[src/http_chunked_body_decoder_defines.svh]
// Assertion macros used by the chunked body decoder core.
// Each macro expects signals named clk and rst_n in the module that uses it.
`ifndef HTTP_CHUNKED_BODY_DECODER_DEFINES_SVH
`define HTTP_CHUNKED_BODY_DECODER_DEFINES_SVH

// Condition and consequence in the same cycle.
`define HCBD_ASSERT_SAME(label, ante, cons, msg) \
  label: assert property (@(posedge clk) disable iff (!rst_n) (ante) |-> (cons)) \
    else $error(msg);

// Consequence in the cycle after the condition.
`define HCBD_ASSERT_NEXT(label, ante, cons, msg) \
  label: assert property (@(posedge clk) disable iff (!rst_n) (ante) |=> (cons)) \
    else $error(msg);

`endif

[src/hcbd_pkg.sv]
`default_nettype none

package hcbd_pkg;

  // Width of the chunk size and byte counter.
  localparam int SIZE_BITS = 32;

  // Decoder phases.
  localparam logic [1:0] PH_SIZE = 2'd0;
  localparam logic [1:0] PH_DATA = 2'd1;
  localparam logic [1:0] PH_SKIP = 2'd2;
  localparam logic [1:0] PH_DONE = 2'd3;

  // End status codes.
  localparam logic [1:0] ST_RUN   = 2'd0;
  localparam logic [1:0] ST_DONE  = 2'd1;
  localparam logic [1:0] ST_EARLY = 2'd2;

  // Line delimiters and the trailer length after each chunk.
  localparam logic [7:0] BYTE_CR = 8'h0D;
  localparam logic [7:0] BYTE_LF = 8'h0A;
  localparam logic [SIZE_BITS-1:0] TRAIL_LEN = SIZE_BITS'(2);

  typedef struct packed {
    logic [7:0] in_byte;
    logic       is_last;
  } item_t;

  typedef struct packed {
    logic [7:0] data_byte;
    logic       data_valid;
    logic [1:0] end_status;
  } result_t;

  typedef struct packed {
    logic       is_hex;
    logic [3:0] val;
  } hex_t;

  // Decode one ASCII hex digit.
  function automatic hex_t hex_digit(input logic [7:0] b);
    hex_t h;
    h.is_hex = 1'b0;
    h.val    = 4'd0;
    if (b >= 8'h30 && b <= 8'h39) begin
      h.is_hex = 1'b1;
      h.val    = 4'(b - 8'h30);
    end else if (b >= 8'h61 && b <= 8'h66) begin
      h.is_hex = 1'b1;
      h.val    = 4'(b - 8'h57);
    end else if (b >= 8'h41 && b <= 8'h46) begin
      h.is_hex = 1'b1;
      h.val    = 4'(b - 8'h37);
    end
    return h;
  endfunction

endpackage

`default_nettype wire

[src/hcbd_if.sv]
`default_nettype none

// Raw body byte channel.
interface hcbd_in_if;
  logic       valid;
  logic       ready;
  logic [7:0] in_byte;
  logic       is_last;

  modport source (output valid, output in_byte, output is_last, input ready);
  modport sink (input valid, input in_byte, input is_last, output ready);
endinterface

// Decoded result channel.
interface hcbd_out_if;
  logic       valid;
  logic       ready;
  logic [7:0] data_byte;
  logic       data_valid;
  logic [1:0] end_status;

  modport source (output valid, output data_byte, output data_valid, output end_status,
                  input ready);
  modport sink (input valid, input data_byte, input data_valid, input end_status,
                output ready);
endinterface

`default_nettype wire

[src/hcbd_in_reg.sv]
`default_nettype none

module hcbd_in_reg (
  input  wire logic           clk,
  input  wire logic           rst_n,
  hcbd_in_if.sink             in_chan,
  input  wire logic           adv,
  output hcbd_pkg::item_t     item,
  output logic                item_vld
);

  logic            vld_r;
  logic            vld_nxt;
  hcbd_pkg::item_t item_r;
  logic            take;

  // The register frees up when its item moves on in the same cycle.
  assign in_chan.ready = !vld_r || adv;
  assign take          = in_chan.valid && in_chan.ready;

  always_comb begin
    vld_nxt = vld_r;
    if (take) begin
      vld_nxt = 1'b1;
    end else if (adv) begin
      vld_nxt = 1'b0;
    end
  end

  always_ff @(posedge clk) begin
    if (!rst_n) begin
      vld_r <= 1'b0;
    end else begin
      vld_r <= vld_nxt;
    end
  end

  // Payload register, loaded on each accepted item.
  always_ff @(posedge clk) begin
    if (take) begin
      item_r.in_byte <= in_chan.in_byte;
      item_r.is_last <= in_chan.is_last;
    end
  end

  assign item     = item_r;
  assign item_vld = vld_r;

endmodule

`default_nettype wire

[src/hcbd_core.sv]
`default_nettype none

`include "http_chunked_body_decoder_defines.svh"

module hcbd_core (
  input  wire logic            clk,
  input  wire logic            rst_n,
  input  wire logic            step,
  input  wire hcbd_pkg::item_t item,
  output hcbd_pkg::result_t    res
);

  localparam int SB = hcbd_pkg::SIZE_BITS;

  logic [1:0]    phase_r, phase_nxt;
  logic          digits_open_r, digits_open_nxt;
  logic          cr_pending_r, cr_pending_nxt;
  logic [SB-1:0] count_r, count_nxt;

  hcbd_pkg::hex_t hd;
  logic [SB-1:0]  count_dec;

  assign hd        = hcbd_pkg::hex_digit(item.in_byte);
  assign count_dec = count_r - SB'(1);

  // One byte of the decoder: phase update, payload pass-through and status.
  always_comb begin
    phase_nxt       = phase_r;
    digits_open_nxt = digits_open_r;
    cr_pending_nxt  = cr_pending_r;
    count_nxt       = count_r;
    res.data_byte   = 8'd0;
    res.data_valid  = 1'b0;
    res.end_status  = hcbd_pkg::ST_RUN;

    unique case (phase_r)
      hcbd_pkg::PH_SIZE: begin
        // Gather hex digits, saturating when the size would overflow.
        if (digits_open_r && hd.is_hex) begin
          if (count_r[SB-1 -: 4] != 4'd0) begin
            count_nxt = '1;
          end else begin
            count_nxt = {count_r[SB-5:0], hd.val};
          end
        end else begin
          digits_open_nxt = 1'b0;
        end
        // The line ends on CR immediately followed by LF.
        if (cr_pending_r && item.in_byte == hcbd_pkg::BYTE_LF) begin
          digits_open_nxt = 1'b1;
          cr_pending_nxt  = 1'b0;
          phase_nxt       = (count_nxt == '0) ? hcbd_pkg::PH_DONE : hcbd_pkg::PH_DATA;
        end else begin
          cr_pending_nxt = (item.in_byte == hcbd_pkg::BYTE_CR);
        end
      end
      hcbd_pkg::PH_DATA: begin
        res.data_byte  = item.in_byte;
        res.data_valid = 1'b1;
        count_nxt      = count_dec;
        if (count_dec == '0) begin
          phase_nxt = hcbd_pkg::PH_SKIP;
          count_nxt = hcbd_pkg::TRAIL_LEN;
        end
      end
      hcbd_pkg::PH_SKIP: begin
        count_nxt = count_dec;
        if (count_dec == '0) begin
          phase_nxt       = hcbd_pkg::PH_SIZE;
          digits_open_nxt = 1'b1;
          cr_pending_nxt  = 1'b0;
        end
      end
      default: begin
      end
    endcase

    if (phase_nxt == hcbd_pkg::PH_DONE) begin
      res.end_status = hcbd_pkg::ST_DONE;
    end

    // The last byte of a body reports the outcome and rearms for the next body.
    if (item.is_last) begin
      if (phase_nxt != hcbd_pkg::PH_DONE) begin
        res.end_status = hcbd_pkg::ST_EARLY;
      end
      phase_nxt       = hcbd_pkg::PH_SIZE;
      digits_open_nxt = 1'b1;
      cr_pending_nxt  = 1'b0;
      count_nxt       = '0;
    end
  end

  always_ff @(posedge clk) begin
    if (!rst_n) begin
      phase_r       <= hcbd_pkg::PH_SIZE;
      digits_open_r <= 1'b1;
      cr_pending_r  <= 1'b0;
      count_r       <= '0;
    end else if (step) begin
      phase_r       <= phase_nxt;
      digits_open_r <= digits_open_nxt;
      cr_pending_r  <= cr_pending_nxt;
      count_r       <= count_nxt;
    end
  end

  // Payload only leaves during the payload phase.
  `HCBD_ASSERT_SAME(a_payload_phase, step && res.data_valid,
                    phase_r == hcbd_pkg::PH_DATA, "payload byte outside payload phase")
  // A payload phase always has bytes left to pass.
  `HCBD_ASSERT_SAME(a_data_count, phase_r == hcbd_pkg::PH_DATA, count_r != '0,
                    "payload phase with empty count")
  // The trailer skip counts down from two.
  `HCBD_ASSERT_SAME(a_skip_count, phase_r == hcbd_pkg::PH_SKIP,
                    count_r == SB'(1) || count_r == SB'(2), "bad trailer count")
  // The last byte of a body leaves the decoder ready for a fresh size line.
  `HCBD_ASSERT_NEXT(a_rearm, step && item.is_last,
                    phase_r == hcbd_pkg::PH_SIZE && digits_open_r && !cr_pending_r
                    && count_r == '0, "decoder not rearmed after last byte")

endmodule

`default_nettype wire

[src/hcbd_out_reg.sv]
`default_nettype none

module hcbd_out_reg (
  input  wire logic              clk,
  input  wire logic              rst_n,
  input  wire logic              load,
  input  wire hcbd_pkg::result_t res,
  output logic                   can_take,
  hcbd_out_if.source             out_chan
);

  logic              vld_r;
  logic              vld_nxt;
  hcbd_pkg::result_t res_r;

  // Room when empty or when the current item leaves this cycle.
  assign can_take = !vld_r || out_chan.ready;

  always_comb begin
    vld_nxt = vld_r;
    if (load) begin
      vld_nxt = 1'b1;
    end else if (out_chan.ready) begin
      vld_nxt = 1'b0;
    end
  end

  always_ff @(posedge clk) begin
    if (!rst_n) begin
      vld_r <= 1'b0;
    end else begin
      vld_r <= vld_nxt;
    end
  end

  always_ff @(posedge clk) begin
    if (load) begin
      res_r <= res;
    end
  end

  assign out_chan.valid      = vld_r;
  assign out_chan.data_byte  = res_r.data_byte;
  assign out_chan.data_valid = res_r.data_valid;
  assign out_chan.end_status = res_r.end_status;

endmodule

`default_nettype wire

[src/http_chunked_body_decoder.sv]
// HTTP/1.1 chunked body decoder. Takes one body byte per item with a flag on the
// final byte and returns exactly one result item per byte: the payload byte with
// data_valid set, or a skipped framing byte, plus an end status (running, body
// complete, or body ended before its terminating zero-size line). A new byte is
// accepted every clock while the result side keeps taking items; each byte passes
// through the input register and then the result register. The rate is set by the
// update of the phase and size counter, which every byte reads and writes. Chunk
// sizes saturate at 2^32-1.
`default_nettype none

module http_chunked_body_decoder (
  input  wire logic   clk,
  input  wire logic   rst_n,
  hcbd_in_if.sink     in_chan,
  hcbd_out_if.source  out_chan
);

  hcbd_pkg::item_t   item;
  hcbd_pkg::result_t res;
  logic              item_vld;
  logic              can_take;
  logic              adv;

  // An item moves through the decoder when the result register has room.
  assign adv = item_vld && can_take;

  hcbd_in_reg u_in (
    .clk      (clk),
    .rst_n    (rst_n),
    .in_chan  (in_chan),
    .adv      (adv),
    .item     (item),
    .item_vld (item_vld)
  );

  hcbd_core u_core (
    .clk   (clk),
    .rst_n (rst_n),
    .step  (adv),
    .item  (item),
    .res   (res)
  );

  hcbd_out_reg u_out (
    .clk      (clk),
    .rst_n    (rst_n),
    .load     (adv),
    .res      (res),
    .can_take (can_take),
    .out_chan (out_chan)
  );

endmodule

`default_nettype wire

[src/flat_wrapper.sv]
// flat-port wrapper written by rule: the top's interface ports become plain ports
module http_chunked_body_decoder_flat 
  (clk, rst_n, in_chan_valid, in_chan_in_byte, in_chan_is_last, in_chan_ready, out_chan_valid, out_chan_data_byte, out_chan_data_valid, out_chan_end_status, out_chan_ready);
  hcbd_in_if in_chan_i ();
  hcbd_out_if out_chan_i ();
  input  wire logic clk;
  input  wire logic rst_n;
  input wire logic [$bits(in_chan_i.valid)-1:0] in_chan_valid;
  input wire logic [$bits(in_chan_i.in_byte)-1:0] in_chan_in_byte;
  input wire logic [$bits(in_chan_i.is_last)-1:0] in_chan_is_last;
  output wire logic [$bits(in_chan_i.ready)-1:0] in_chan_ready;
  output wire logic [$bits(out_chan_i.valid)-1:0] out_chan_valid;
  output wire logic [$bits(out_chan_i.data_byte)-1:0] out_chan_data_byte;
  output wire logic [$bits(out_chan_i.data_valid)-1:0] out_chan_data_valid;
  output wire logic [$bits(out_chan_i.end_status)-1:0] out_chan_end_status;
  input wire logic [$bits(out_chan_i.ready)-1:0] out_chan_ready;
  assign in_chan_i.valid = in_chan_valid;
  assign in_chan_i.in_byte = in_chan_in_byte;
  assign in_chan_i.is_last = in_chan_is_last;
  assign in_chan_ready = in_chan_i.ready;
  assign out_chan_valid = out_chan_i.valid;
  assign out_chan_data_byte = out_chan_i.data_byte;
  assign out_chan_data_valid = out_chan_i.data_valid;
  assign out_chan_end_status = out_chan_i.end_status;
  assign out_chan_i.ready = out_chan_ready;
  http_chunked_body_decoder u_core (.clk(clk), .rst_n(rst_n), .in_chan(in_chan_i), .out_chan(out_chan_i));
endmodule
[config.mk]
export PLATFORM = sky130hd
export DESIGN_NAME = http_chunked_body_decoder_flat
export DESIGN_NICKNAME = d
export VERILOG_FILES = /design/src/hcbd_pkg.sv /design/src/hcbd_if.sv /design/src/hcbd_in_reg.sv /design/src/hcbd_core.sv /design/src/hcbd_out_reg.sv /design/src/http_chunked_body_decoder.sv /design/src/flat_wrapper.sv
export VERILOG_INCLUDE_DIRS = /design/src /design/src/src
export SDC_FILE = /design/constraint.sdc
export NUM_CORES = 1
export LEC_CHECK = 0
export BUFFER_PORTS_ARGS = -buffer_cell sky130_fd_sc_hd__buf_2
export CAP_MARGIN = 25
export CORE_MARGIN = 2
export CORE_UTILIZATION = 50
export CTS_CLUSTER_DIAMETER = 60
export DETAILED_ROUTE_END_ITERATION = 10
export PLACE_DENSITY = 0.7
export SLEW_MARGIN = 20
export SYNTH_ARGS = -nofsm -noshare
export SYNTH_HDL_FRONTEND = slang
export SYNTH_HIERARCHICAL = 1
export SYNTH_SLANG_ARGS = --single-unit
[constraint.sdc]
create_clock -name clk -period 3 [get_ports clk]
set_input_delay 0.45 -clock clk [delete_from_list [all_inputs] [get_ports clk]]
set_output_delay 0.45 -clock clk [all_outputs]
set_load 0.01 [all_outputs]
==> results of run 1 <==
## critical path, stage by stage (launching register included)
cell                      delay [ns]
sky130_fd_sc_hd__dfxtp_2        0.32
sky130_fd_sc_hd__or4_4          0.54
sky130_fd_sc_hd__or2_4          0.25
sky130_fd_sc_hd__o41a_1         0.39
sky130_fd_sc_hd__nor4_2         0.33
sky130_fd_sc_hd__buf_4          0.16
sky130_fd_sc_hd__nand4_1        0.14
sky130_fd_sc_hd__nor3_4         0.24
sky130_fd_sc_hd__o31ai_2        0.10
sky130_fd_sc_hd__o31a_1         0.28
## kinds of logic after synthesis
group / after synthesis / share of synthesized area [%]
XOR/XNOR: 18 / 3.64
flip-flops: 58 / 31.4
AND/OR/NAND/NOR: 244 / 30.8
AO/OA/AOI/OAI: 157 / 24.6
buffers and inverters: 66 / 6.18
multiplexers: 2 / 0.462
adder cells (fa/ha/maj): 10 / 2.89
## flip-flops by register name, indices dropped and copies added, names as in the netlist
signal / flops
u_core/u_in/item_vld: 1
u_core/u_in/item: 9
u_core/u_out/out_chan.end_status: 2
u_core/u_out/out_chan.data_valid: 1
u_core/u_core/digits_open_r: 1
u_core/u_core/cr_pending_r: 1
u_core/u_core/phase_r: 2
u_core/u_out/out_chan.valid: 1
u_core/u_core/count_r: 32
u_core/u_out/out_chan.data_byte: 8
## what timing repair did
item,CTS,global route
pin swaps,7,21
gates resized for setup,12,50
setup endpoints to repair,13,34
setup buffers,1,3
## worst paths after layout
path	start	to	slack, ns
setup / recovery	u_core/u_core/count_r[25]$_SDFFE_PN0P_	u_core/u_out/out_chan.end_status[1]$_DFFE_PP_	0.02
hold / removal	in_chan_in_byte[6]	u_core/u_in/item[7]$_DFFE_PP_	0.26
setup reg to reg	u_core/u_core/count_r[25]$_SDFFE_PN0P_	u_core/u_out/out_chan.end_status[1]$_DFFE_PP_	0.02
hold reg to reg	u_core/u_in/item_vld$_SDFFE_PN0P_	u_core/u_in/item_vld$_SDFFE_PN0P_	0.50
## per-layer routing
metal / vias up / track usage, % / part of all wire, %
li1: 2248 / - / -
met4: 0 / 14.8 / 4.4
met3: 71 / 7.19 / 9.9
met5: - / 0 / 0
met1: 2330 / 42.3 / 40
met2: 330 / 51.3 / 46
## placed cells by master, fill, tap and decap left out, types with 12 or more instances in the layout
cell,instances
sky130_fd_sc_hd__buf_2,25
sky130_fd_sc_hd__buf_4,90
sky130_fd_sc_hd__o21ai_0,33
sky130_fd_sc_hd__a31oi_1,20
sky130_fd_sc_hd__a21oi_1,26
sky130_fd_sc_hd__inv_1,16
sky130_fd_sc_hd__nand2_1,54
sky130_fd_sc_hd__nor2_1,39
sky130_fd_sc_hd__nor3_1,27
sky130_fd_sc_hd__nand3_1,20
sky130_fd_sc_hd__edfxtp_1,20
sky130_fd_sc_hd__nor4_1,12
sky130_fd_sc_hd__dfxtp_1,31
## power groups by stage
stage | Sequential (mW) | Clock [mW] | Combinational, mW
after global routing | 0.847 | 0.913 | 0.229
after detailed placement | 0.863 | 0 | 0.198
after floorplan | 0.865 | 0 | 0.111
after global placement | 0.862 | 0 | 0.194
after CTS | 0.845 | 0.880 | 0.200
final | 0.844 | 0.880 | 0.213
## cell type report
type                            count  area [um2]  area share, %
Multi-Input combinational cell    431        2950           52.3
Sequential cell                    58        1370           24.4
Timing Repair Buffer              122         888           15.8
Tap cell                          105         131           2.33
Clock buffer                        9         124           2.20
Clock inverter                      7         103           1.82
Inverter                           18        67.6           1.20
## per-stage QoR
stage          setup WS, ns  power, mW
3_5_place_dp        -0.0764       1.06
5_1_grt             -0.0917       1.99
6_report             0.0199       1.94
4_1_cts             0.00326       1.92
3_3_place_gp        0.00851       1.06
2_1_floorplan        0.0229      0.976
==> summary by stage, run 1 <==
Status
The flow ran to the end, and the final reports show no timing, DRC or antenna violations.

Clocking
The number of clock buffers added by TritonCTS is 9. The clock passes through at most 2 buffers. TritonCTS built the clock tree. The tree is rooted in a sky130_fd_sc_hd__clkbuf_8. The depth of the CTS H-tree is 3. Counting every sink on the clock net gives 58. The number of buffers inserted by hold repair at cts is 0. The clock network latency to the later pin of the worst-skew pair is 0.36 ns. Clock-pin slew was measured on the worst setup and hold paths at 0.09 ns.

Global route
The total global routing overflow is 0. The number of antenna violations at the first check in global routing is 0. The number of global-route vias before repair is 4724. The first global-routing pass estimated 24400 um of wire. The largest net degree at the start of global routing is 21. Across every metal layer, demand over resource in global routing totals 32.4%.

Power and ir drop
The switching power total is 0.549 mW. The internal power of the cells totals 1.39 mW. The clock group share of total power is 45.4%. Of the total power, combinational logic draws 11.0%. In this run, flip-flops and latches consume 43.6% of the power.

The worst voltage drop across the vdd grid is 0.309 mV. The power per cell area is 344 nW/um2. Of the total power, the share spent switching nets is 28.3%. For this design the static power due to leakage is 2.22 nW.

Floorplan
The number of I/O pins is 26. The floorplan die height is 97.1 um. The horizontal die dimension is 97.1 um.

In this run the core area contains 33 standard-cell rows. The core outline area is 8300 um2. The die covers 9430 um2. Once the floorplan was initialized, standard cells occupied 52.2% of the core.

Layout
The number of inserted diodes is 0. The final core area utilization is 67.9%. The layout overhead on the synthesized area is 30.0%. The count of cells in the finished layout, fillers not included, comes to 750.

Fill cells in the final layout number 688. In the final layout, the share of cells above drive strength 1 is 31.8%. The final-stage net count is 663. The total non-filler cell area in the finished layout is 5630 um2.

Synthesis
Of all cell types, the one taking the most synthesized area is sky130_fd_sc_hd__dfxtp_1. For this run, asynchronously set or reset flops after synthesis account for 0%. The count of warnings emitted by yosys is 6. The commonest cells after synthesis are 54 x sky130_fd_sc_hd__nand2_1, 39 x sky130_fd_sc_hd__clkbuf_1, 39 x sky130_fd_sc_hd__nor2_1. The number of instances in the synthesized netlist is 555. The area share of the leading cell type in the synthesized netlist is 17.6%. The flip-flop and latch count after synthesis is 58.

The mapped netlist covers 4330 um2. Among all cell types in the netlist, the one instantiated most often is sky130_fd_sc_hd__nand2_1. For this run, the leading register cell type out of synthesis is sky130_fd_sc_hd__dfxtp_1. Counting flops with a built-in enable in the synthesized netlist gives 20.

The net count of the mapped netlist is 578. Sorting the synthesized cells by area gives the leading types as sky130_fd_sc_hd__dfxtp_1 18%, sky130_fd_sc_hd__edfxtp_1 14%, sky130_fd_sc_hd__nand2_1 4.7%. Each instance of the synthesized netlist takes up on average 7.81 um2. The distinct cell type count of the synthesized netlist is 70.

For this run, the register share of the synthesized area comes to 31.4%.

Route
The number of DRC markers after the initial detailed-route iteration is 521. In the final routed layout, each cell accounts on average for 20.7 um. The count of nets left with antenna violations after detail routing is 0. The average vias per placed instance is 6.64. In the routed design, unresolved DRC markers number 0.

The total number of vias is 4979. The routed design has 15500 um of wire. The pre-antenna-repair detailed-routing pass consisted of 6 iterations.

STA
The number of hold violations in the final report is 0. Between clock sinks in the finished design, the worst skew comes to 0.0116 ns. Subtracting the final worst setup slack from the clock period gives 2.98 ns. Setup repair after global routing could not meet its margin everywhere. The maximum operating frequency is 336 MHz. After layout, the worst path uses 99.3% of the clock period.

Summed over all failing endpoints, the final setup total negative slack is 0 ns. Final hold analysis gives a worst-case slack of 0.261 ns. Setup violations remaining at the end of the flow were counted as 0. For the pin with the worst max-slew slack, the measured transition is 0.849 ns. The max-slew headroom at the worst pin is 43.3%.

The max-slew violation count is 0.

Worst hold path
Along the worst hold path, the cell count comes to 1. The worst hold path belongs to the class input port to register.

Run
The tool flagged a number of max-cap violations equal to 0.

Critical path
The worst setup path is launched from a register. The depth of the most critical reg-to-reg path is 9. The critical path is of the register to register type.

Of all nets on the critical path, the largest fanout is 3. For the worst setup path, the data arrival time is 3.11 ns. The nature of the critical path endpoint is a register. For the worst setup path, the data required time is 3.13 ns.

Place
In this run the cell area measured after placement is 5120 um2. Routability-driven placement finished with a final weighted congestion of 1.01. The number of placed instances, taps included, is 730. The half-perimeter wire length after placement is 11000 um. The number of I/O port buffers is 25.
No activity file was read; power rests on OpenSTA's default activity.
==> inputs of run 2 (changes only) <==
--- a/config.mk
+++ b/config.mk
@@ -13,6 +13,7 @@
 export CTS_CLUSTER_DIAMETER = 60
 export DETAILED_ROUTE_END_ITERATION = 10
 export PLACE_DENSITY = 0.7
+export REMOVE_ABC_BUFFERS = 1
 export SLEW_MARGIN = 20
 export SYNTH_ARGS = -nofsm -noshare
 export SYNTH_HDL_FRONTEND = slang
==> run 2 against run 1 <==
The run now ends with negative setup slack left. Wire length is 6.7% higher. Core utilization is 3.5 points higher. Sequential cell count stayed put. Critical path depth is 2 higher. First-iteration DRC count is 8.6% higher. Largest power group is now registers. Worst hold slack better by 0.013 ns. Die area stayed put. Clock skew is 0.0033 ns lower. Cell area is 5.1% higher. Global-route usage is 1.7 points higher.
==> summary by stage, run 2 (synthesized netlist as in run 1, its figures left out) <==
Status
The flow ran to the end, but the final reports show violations. The checks that failed: negative setup slack.

Floorplan
The floorplan die height is 97.1 um. 26 I/O pins were placed. The initial utilization of the core area, before any placement, comes to 52.2%. The number of rows created at floorplan is 33. The region available for standard cell placement spans 8300 um2. The horizontal die dimension is 97.1 um. The floorplan step defined a die boundary enclosing 9430 um2.

Clocking
The clock-pin slew on the worst setup and hold paths is 0.08 ns. No sink is reached through more buffers than the 2 on the longest clock path. The number of CTS-inserted buffers is 9.

The number of buffers inserted by hold repair at cts is 0. The TritonCTS clock tree is done. Clock latency on the worst-skew pair, taken at its later pin, is 0.35 ns.

For this design, the sink count on the clock tree is 58. The clock root buffer master is sky130_fd_sc_hd__clkbuf_8. The depth of the CTS H-tree is 3.

STA
The max-slew violation count came to 0. At the pin with the least slew margin, the transition time is 0.735 ns. Setup violations remaining at the end of the flow were counted as 26. Of the available clock period, the critical path in the final layout requires 106%. The max-slew headroom at the worst pin is 50.6%. The maximum operating frequency is 315 MHz. Setup repair after global routing could not meet its margin everywhere. The clock skew is 0.00831 ns.

Across all hold checks on the routed design, the worst slack comes to 0.275 ns. Subtracting the final worst setup slack from the clock period gives 3.17 ns. Once routing completed, OpenROAD measured the worst setup slack at -0.174 ns. The number of hold violations in the final report is 0.

Layout
In the final layout, flip-flops and latches occupy 1370 um2. The register with the most flip-flops in the layout has 32 of them. Counting flops per register, the top entry is u_core/u_core/count_r. The final-stage net count is 676. Compared with the post-synthesis result, the final layout area differs by 36.6%. The area of combinational cells with multiple inputs is 3150 um2.

Cells fill 71.3% of the core in the end. The total non-filler cell area in the finished layout is 5920 um2. In the layout the commonest cells are 99 x sky130_fd_sc_hd__buf_4, 51 x sky130_fd_sc_hd__nand2_1, 39 x sky130_fd_sc_hd__nor2_1. In the final layout, the share of cells above drive strength 1 is 36.5%. The final-layout fill cell count is 655.

The number of inserted diodes is 0. The commonest non-fill, non-tap cell in the layout is sky130_fd_sc_hd__buf_4.

Place
Input and output buffers added on the ports amount to 25. After legalization and detailed placement, the total HPWL measured 11700 um. At the end of routability-driven placement, the weighted congestion stood at 1.00. OpenSTA, run right after detailed placement, puts the worst setup slack at -0.168 ns. The area of placed instances is 5130 um2.

Power and ir drop
IR analysis of the VDD net gives a maximum drop of 0.222 mV. For this design the ratio of total power to cell area is 306 nW/um2. The total chip power is 1.81 mW.

In this run the static leakage power is 2.32 nW. Internal power comes to 1.30 mW. The switching power total is 0.514 mW.

The clock network accounts for 40.6% of the total power. In this run, the combinational gates consume 12.8% of the power. Of the total power, the share spent switching nets is 28.3%. The fraction of power consumed by sequential logic is 46.6%.

Route
The aggregate routed wire length is 16600 um. The count of nets left with antenna violations once routing finished came out at 0. In the routed design, unresolved DRC markers number 0. The total number of vias is 5118. The number of DRC markers after the initial detailed-route iteration is 566. The average wire per standard cell is 21.7 um. The average vias per placed instance is 6.71.

The first detailed-routing pass ran for 6 iterations.

Run
The number of max-cap violations is 0.

Critical path
The highest net fanout along the worst path is 6. The startpoint-to-endpoint class of the critical path is register to register. The nature of the critical path endpoint is a register. The kind of launch point of the worst setup path is a register. STA puts the critical path data arrival time at 3.40 ns. Data on the critical path is required at its endpoint by 3.23 ns.

Global route
The largest net degree at the start of global routing is 21. The number of antenna violations at the first check in global routing is 0. Across every metal layer, demand over resource in global routing totals 34.1%. The number of global-route vias before repair is 4861. The total global routing overflow is 0. The first global-routing pass estimated 25700 um of wire.

Worst hold path
The tightest min-delay check is of the input port to register type.
==> run 2: through the flow <==
step / instances / TNS, ns
floorplan: 507 / -5.17
global placement: 734 / -0.174
detailed placement: 734 / -0.749
CTS: 751 / 0
global route: 763 / -2.76
finish: 763 / -1.78
==> run 2: worst max-delay path, cell delays in order (launching register included) <==
cell and delay [ns]:
sky130_fd_sc_hd__dfxtp_2 0.32, sky130_fd_sc_hd__or4_4 0.54, sky130_fd_sc_hd__or2_4 0.25, sky130_fd_sc_hd__o41a_1 0.42
sky130_fd_sc_hd__nor4_4 0.36, sky130_fd_sc_hd__buf_4 0.16, sky130_fd_sc_hd__and4_4 0.26, sky130_fd_sc_hd__a41oi_4 0.16
sky130_fd_sc_hd__buf_6 0.17, sky130_fd_sc_hd__buf_8 0.14, sky130_fd_sc_hd__o211ai_1 0.13, sky130_fd_sc_hd__a31oi_1 0.13
==> run 2: worst paths after layout <==
path,startpoint,endpoint,slack [ns],cells after the start
max reg2reg,u_core/u_core/count_r[24]$_SDFFE_PN0P_,u_core/u_core/count_r[18]$_SDFFE_PN0P_,-0.17,11
max,u_core/u_core/count_r[24]$_SDFFE_PN0P_,u_core/u_core/count_r[18]$_SDFFE_PN0P_,-0.17,11
min,in_chan_in_byte[4],u_core/u_in/item[5]$_DFFE_PP_,0.27,1
min reg2reg,u_core/u_out/out_chan.valid$_SDFFE_PN0P_,u_core/u_out/out_chan.valid$_SDFFE_PN0P_,0.49,2
==> run 2: layer usage <==
layer,GRT usage (%),routed length (um)
met1,46.1,6770
met3,7.77,1710
met5,0,0
met2,51.9,7300
met4,15.2,794
==> run 2: area by class of cell <==
cell class / instances / area share [%]
Inverter: 18 / 1.14
Multi-Input combinational cell: 431 / 53.3
Timing Repair Buffer: 135 / 17.0
Tap cell: 105 / 2.22
Clock buffer: 9 / 2.09
Clock inverter: 7 / 1.18
Sequential cell: 58 / 23.1
==> run 2: power by group through the flow <==
stage	sequential, mW	combinational, mW	clock [mW]
after CTS	0.845	0.211	0.750
after floorplan	0.866	0.104	0
final	0.845	0.232	0.737
after detailed placement	0.863	0.208	0
after global placement	0.863	0.204	0
after global routing	0.847	0.247	0.783
==> run 2: what timing repair did <==
action	4_1_cts	5_1_grt
gates cloned	0	2
buffers inserted	1	10
setup endpoints to repair	15	33
pin swaps	3	52
gates resized for setup	13	91
==> inputs of run 3 (changes only) <==
--- a/config.mk
+++ b/config.mk
@@ -6,6 +6,7 @@
 export SDC_FILE = /design/constraint.sdc
 export NUM_CORES = 1
 export LEC_CHECK = 0
+export ABC_AREA = 1
 export BUFFER_PORTS_ARGS = -buffer_cell sky130_fd_sc_hd__buf_2
 export CAP_MARGIN = 25
 export CORE_MARGIN = 2
==> run 3 against run 2 <==
The flow now finishes without violations. Area after synthesis increased by 6.9%. Via count up 2.6%. Cell area down 7.9%. Power up 23%. Worst hold slack hardly changed. First-iteration DRC count shrank 1.6%. Sequential share of layout area is 1.8 points higher. Worst setup slack better by 0.36 ns. Clock-buffer cell count is the same. Largest power group is now the clock network.
==> summary by stage, run 3 <==
Status
The run finished with clean final reports.

Worst hold path
The min-delay analysis places its worst path in the category input port to register.

Synthesis
Counting flops with an async set or reset pin after synthesis yields a share of 0%. By area the synthesized netlist is led by sky130_fd_sc_hd__nand2_1 24%, sky130_fd_sc_hd__dfxtp_1 16%, sky130_fd_sc_hd__edfxtp_1 13%. The most common cell in the synthesized netlist is sky130_fd_sc_hd__nand2_1. The fraction of the yosys area taken by sequential cells is 29.4%. The number of synthesized flops with an enable pin is 20. The commonest cells after synthesis are 300 x sky130_fd_sc_hd__nand2_1, 94 x sky130_fd_sc_hd__nor2_1, 84 x sky130_fd_sc_hd__inv_1. After synthesis the netlist holds a flip-flop and latch count of 58. The count of warnings emitted by yosys is 6.

The most used flip-flop cell after synthesis is sky130_fd_sc_hd__dfxtp_1. The area of the mapped netlist is 4630 um2. The number of instances in the synthesized netlist is 783. The distinct cell type count of the synthesized netlist is 33.

The area share of the leading cell type in the synthesized netlist is 24.3%. Of all cell types, the one taking the most synthesized area is sky130_fd_sc_hd__nand2_1. Each instance of the synthesized netlist takes up on average 5.92 um2.

Global route
Across every metal layer, demand over resource in global routing totals 29.6%. The number of global-route vias before repair is 4724. The total global routing overflow is 0.

The number of antenna violations at the first check in global routing is 0. The first global-routing pass estimated 23300 um of wire. The largest net degree at the start of global routing is 60.

STA
The share of the cycle needed by the critical path after routing is 93.6%. Setup repair after global routing could not meet its margin everywhere. In the final timing run, aggregate negative setup slack is 0 ns. After layout, the minimum clock period comes to 2.81 ns. The number of hold violations in the final report was 0. The max-slew violation count is 0. The setup-violating endpoint count in the final report is 0. The max-slew headroom at the worst pin is 45.2%. The clock skew is 0.0113 ns.

Based on the critical path, the design can be clocked at up to 356 MHz. The slew at the pin closest to its max-slew limit is 0.822 ns.

Floorplan
In this run the horizontal extent of the chip is 100 um. The number of rows created at floorplan is 35. The floorplan die height is 100 um. The starting utilization of the core area is 50.9%. The core outline area is 9110 um2. 26 I/O pins were placed.

The area enclosed by the die boundary is 10100 um2.

Place
The half-perimeter wire length after placement is 10500 um. Routability-driven placement finished with a final weighted congestion of 0.974. The number of I/O port buffers is 25.

Layout
The area used by sequential logic in the layout is 1360 um2. The area of combinational cells with multiple inputs is 2990 um2. The fraction of layout instances using a drive strength above 1 is 15.9%. The final-layout fill cell count is 927. After the last flow step, the layout net total stands at 838. The repair_antennas step left the layout with diodes totalling 0. The largest register by flop count is u_core/u_core/count_r. The library cell used most frequently in the layout, excluding fill and tap cells, is sky130_fd_sc_hd__nand2_1. The library cells used most frequently in the layout, excluding fill and tap cells, are 299 x sky130_fd_sc_hd__nand2_1, 89 x sky130_fd_sc_hd__nor2_1, 81 x sky130_fd_sc_hd__inv_1. Relative to the synthesized area, the layout overhead comes to 17.7%. The register with the most flip-flops in the layout has 32 of them.

Clocking
The number of buffers inserted by hold repair at cts is 0. The cell sitting at the root of the clock tree is a sky130_fd_sc_hd__clkbuf_8. The clock-pin slew on the worst setup and hold paths is 0.08 ns. The H-tree was split into 3 levels. The clock network latency to the later pin of the worst-skew pair is 0.35 ns.

The number of CTS-inserted buffers is 9. The TritonCTS clock tree is done. The tree built by TritonCTS fans out to 58 sinks. The clock tree buffer depth is 2.

Route
For this block, the initial DRC count from the detailed router was 557. Once detail routing completed, the nets flagged for antenna violations numbered 0. The final routed DRC violation total is 0. After detailed routing, the average wire length per cell comes to 16.4 um. For this run, the detailed router's first-pass iteration total came to 5. Dividing the detail-routed via count by the number of cells gives 5.64. The routed design has 15200 um of wire. The total number of vias is 5249.

Critical path
The kind of launch point of the worst setup path is a register. At the worst endpoint, the required time is 3.21 ns. The startpoint-to-endpoint class of the critical path is register to register.

The arrival time of the worst setup path is 3.02 ns. Along the worst path, the maximum fanout reaches 31. STA classifies the critical path endpoint as a register.

Power and ir drop
In this run the power spent charging and discharging nets is 0.690 mW. Net switching is 30.9% of the power. The worst voltage drop across the vdd grid is 0.260 mV. The power per cell area is 409 nW/um2.

The leakage power is 2.73 nW. The fraction of power consumed by sequential logic is 38.6%. The total chip power is 2.23 mW. The internal portion of total power is 1.54 mW. Combinational logic burns 19.4% of the power. The clock group share of total power is 42.0%.

Run
The number of max-cap violations is 0.
run 3: cell count changes in the layout (fill, tap and decap cells not counted), sizes merged, moves of 26 or more:
cell,before,now
nor3,31,2
nand2,54,307
o22ai,2,28
nor2,39,105
nand3,22,50
buf,135,47
inv,18,89
run 3: what timing repair did:
action                     in CTS  in global routing
gates cloned                    0                  4
pin swaps                       0                 10
gates resized for setup         1                 51
buffers inserted                0                  6
setup endpoints to repair       1                 36
run 3: layout make-up:
class	instances	area share [%]
Multi-Input combinational cell	607	54.8
Sequential cell	58	25.0
Timing Repair Buffer	49	6.91
Inverter	90	6.26
Tap cell	111	2.55
Clock inverter	7	2.29
Clock buffer	9	2.27
run 3: logic make-up (layout without fill, tap and decap cells):
family                   after synthesis  count (layout)  share of synthesized area (%)
flip-flops                            58              58                           29.4
buffers and inverters                118             155                           10.3
AO/OA/AOI/OAI                        110             110                           13.2
adder cells (fa/ha/maj)               10              10                           2.70
AND/OR/NAND/NOR                      480             480                           43.1
XOR/XNOR                               7               7                           1.32
run 3: worst paths after layout:
path	startpoint	to	slack, ns	depth (start not counted)
setup / recovery	u_core/u_core/count_r[0]$_SDFFE_PN0P_	u_core/u_core/count_r[19]$_SDFFE_PN0P_	0.19	15
hold / removal	in_chan_is_last	u_core/u_in/item[0]$_DFFE_PP_	0.27	1
setup reg to reg	u_core/u_core/count_r[0]$_SDFFE_PN0P_	u_core/u_core/count_r[19]$_SDFFE_PN0P_	0.19	15
hold reg to reg	u_core/u_out/out_chan.valid$_SDFFE_PN0P_	u_core/u_out/out_chan.valid$_SDFFE_PN0P_	0.49	2
run 3: stage by stage:
step	setup slack (ns)	cells	util (%)	area, um2	hold slack [ns]
6_report	0.191	931	59.9	5450	0.275
5_1_grt	-0.0739	931	59.9	5450	0.262
4_1_cts	0.000861	921	56.7	5160	0.256
3_5_place_dp	-0.0609	905	54.0	4910	0.472
3_3_place_gp	0.0327	905	54.0	4910	0.463
2_1_floorplan	-1.03	755	-	4490	0.457
run 3: metal layers:
layer	track usage, %	up-vias	routed length (um)
li1	-	2562	-
met2	45.0	287	6700
met5	0	-	0
met4	10.7	0	469
met3	5.57	47	1630
met1	41.9	2353	6450
run 3: critical path, stage by stage (launching register included):
cell                      delay, ns
sky130_fd_sc_hd__dfxtp_1       0.37
sky130_fd_sc_hd__inv_1         0.15
sky130_fd_sc_hd__buf_4         0.17
sky130_fd_sc_hd__nand2_1       0.13
sky130_fd_sc_hd__nor2_2        0.29
sky130_fd_sc_hd__nand2_1       0.17
sky130_fd_sc_hd__xor2_1        0.19
sky130_fd_sc_hd__nor2_1        0.11
sky130_fd_sc_hd__nand2_1       0.07
sky130_fd_sc_hd__nor2_2        0.16
sky130_fd_sc_hd__nand3_2       0.18
sky130_fd_sc_hd__o21ai_4       0.19
sky130_fd_sc_hd__buf_12        0.22
sky130_fd_sc_hd__o22ai_1       0.12
sky130_fd_sc_hd__nand2_1       0.11
sky130_fd_sc_hd__a21oi_1       0.06
run 3: power groups by stage:
stage / sequential [mW] / clock, mW / combinational [mW]
2_1_floorplan: 0.876 / 0 / 0.256
3_3_place_gp: 0.876 / 0 / 0.373
3_5_place_dp: 0.877 / 0 / 0.379
4_1_cts: 0.859 / 0.960 / 0.381
5_1_grt: 0.864 / 1.00 / 0.479
6_report: 0.861 / 0.937 / 0.433
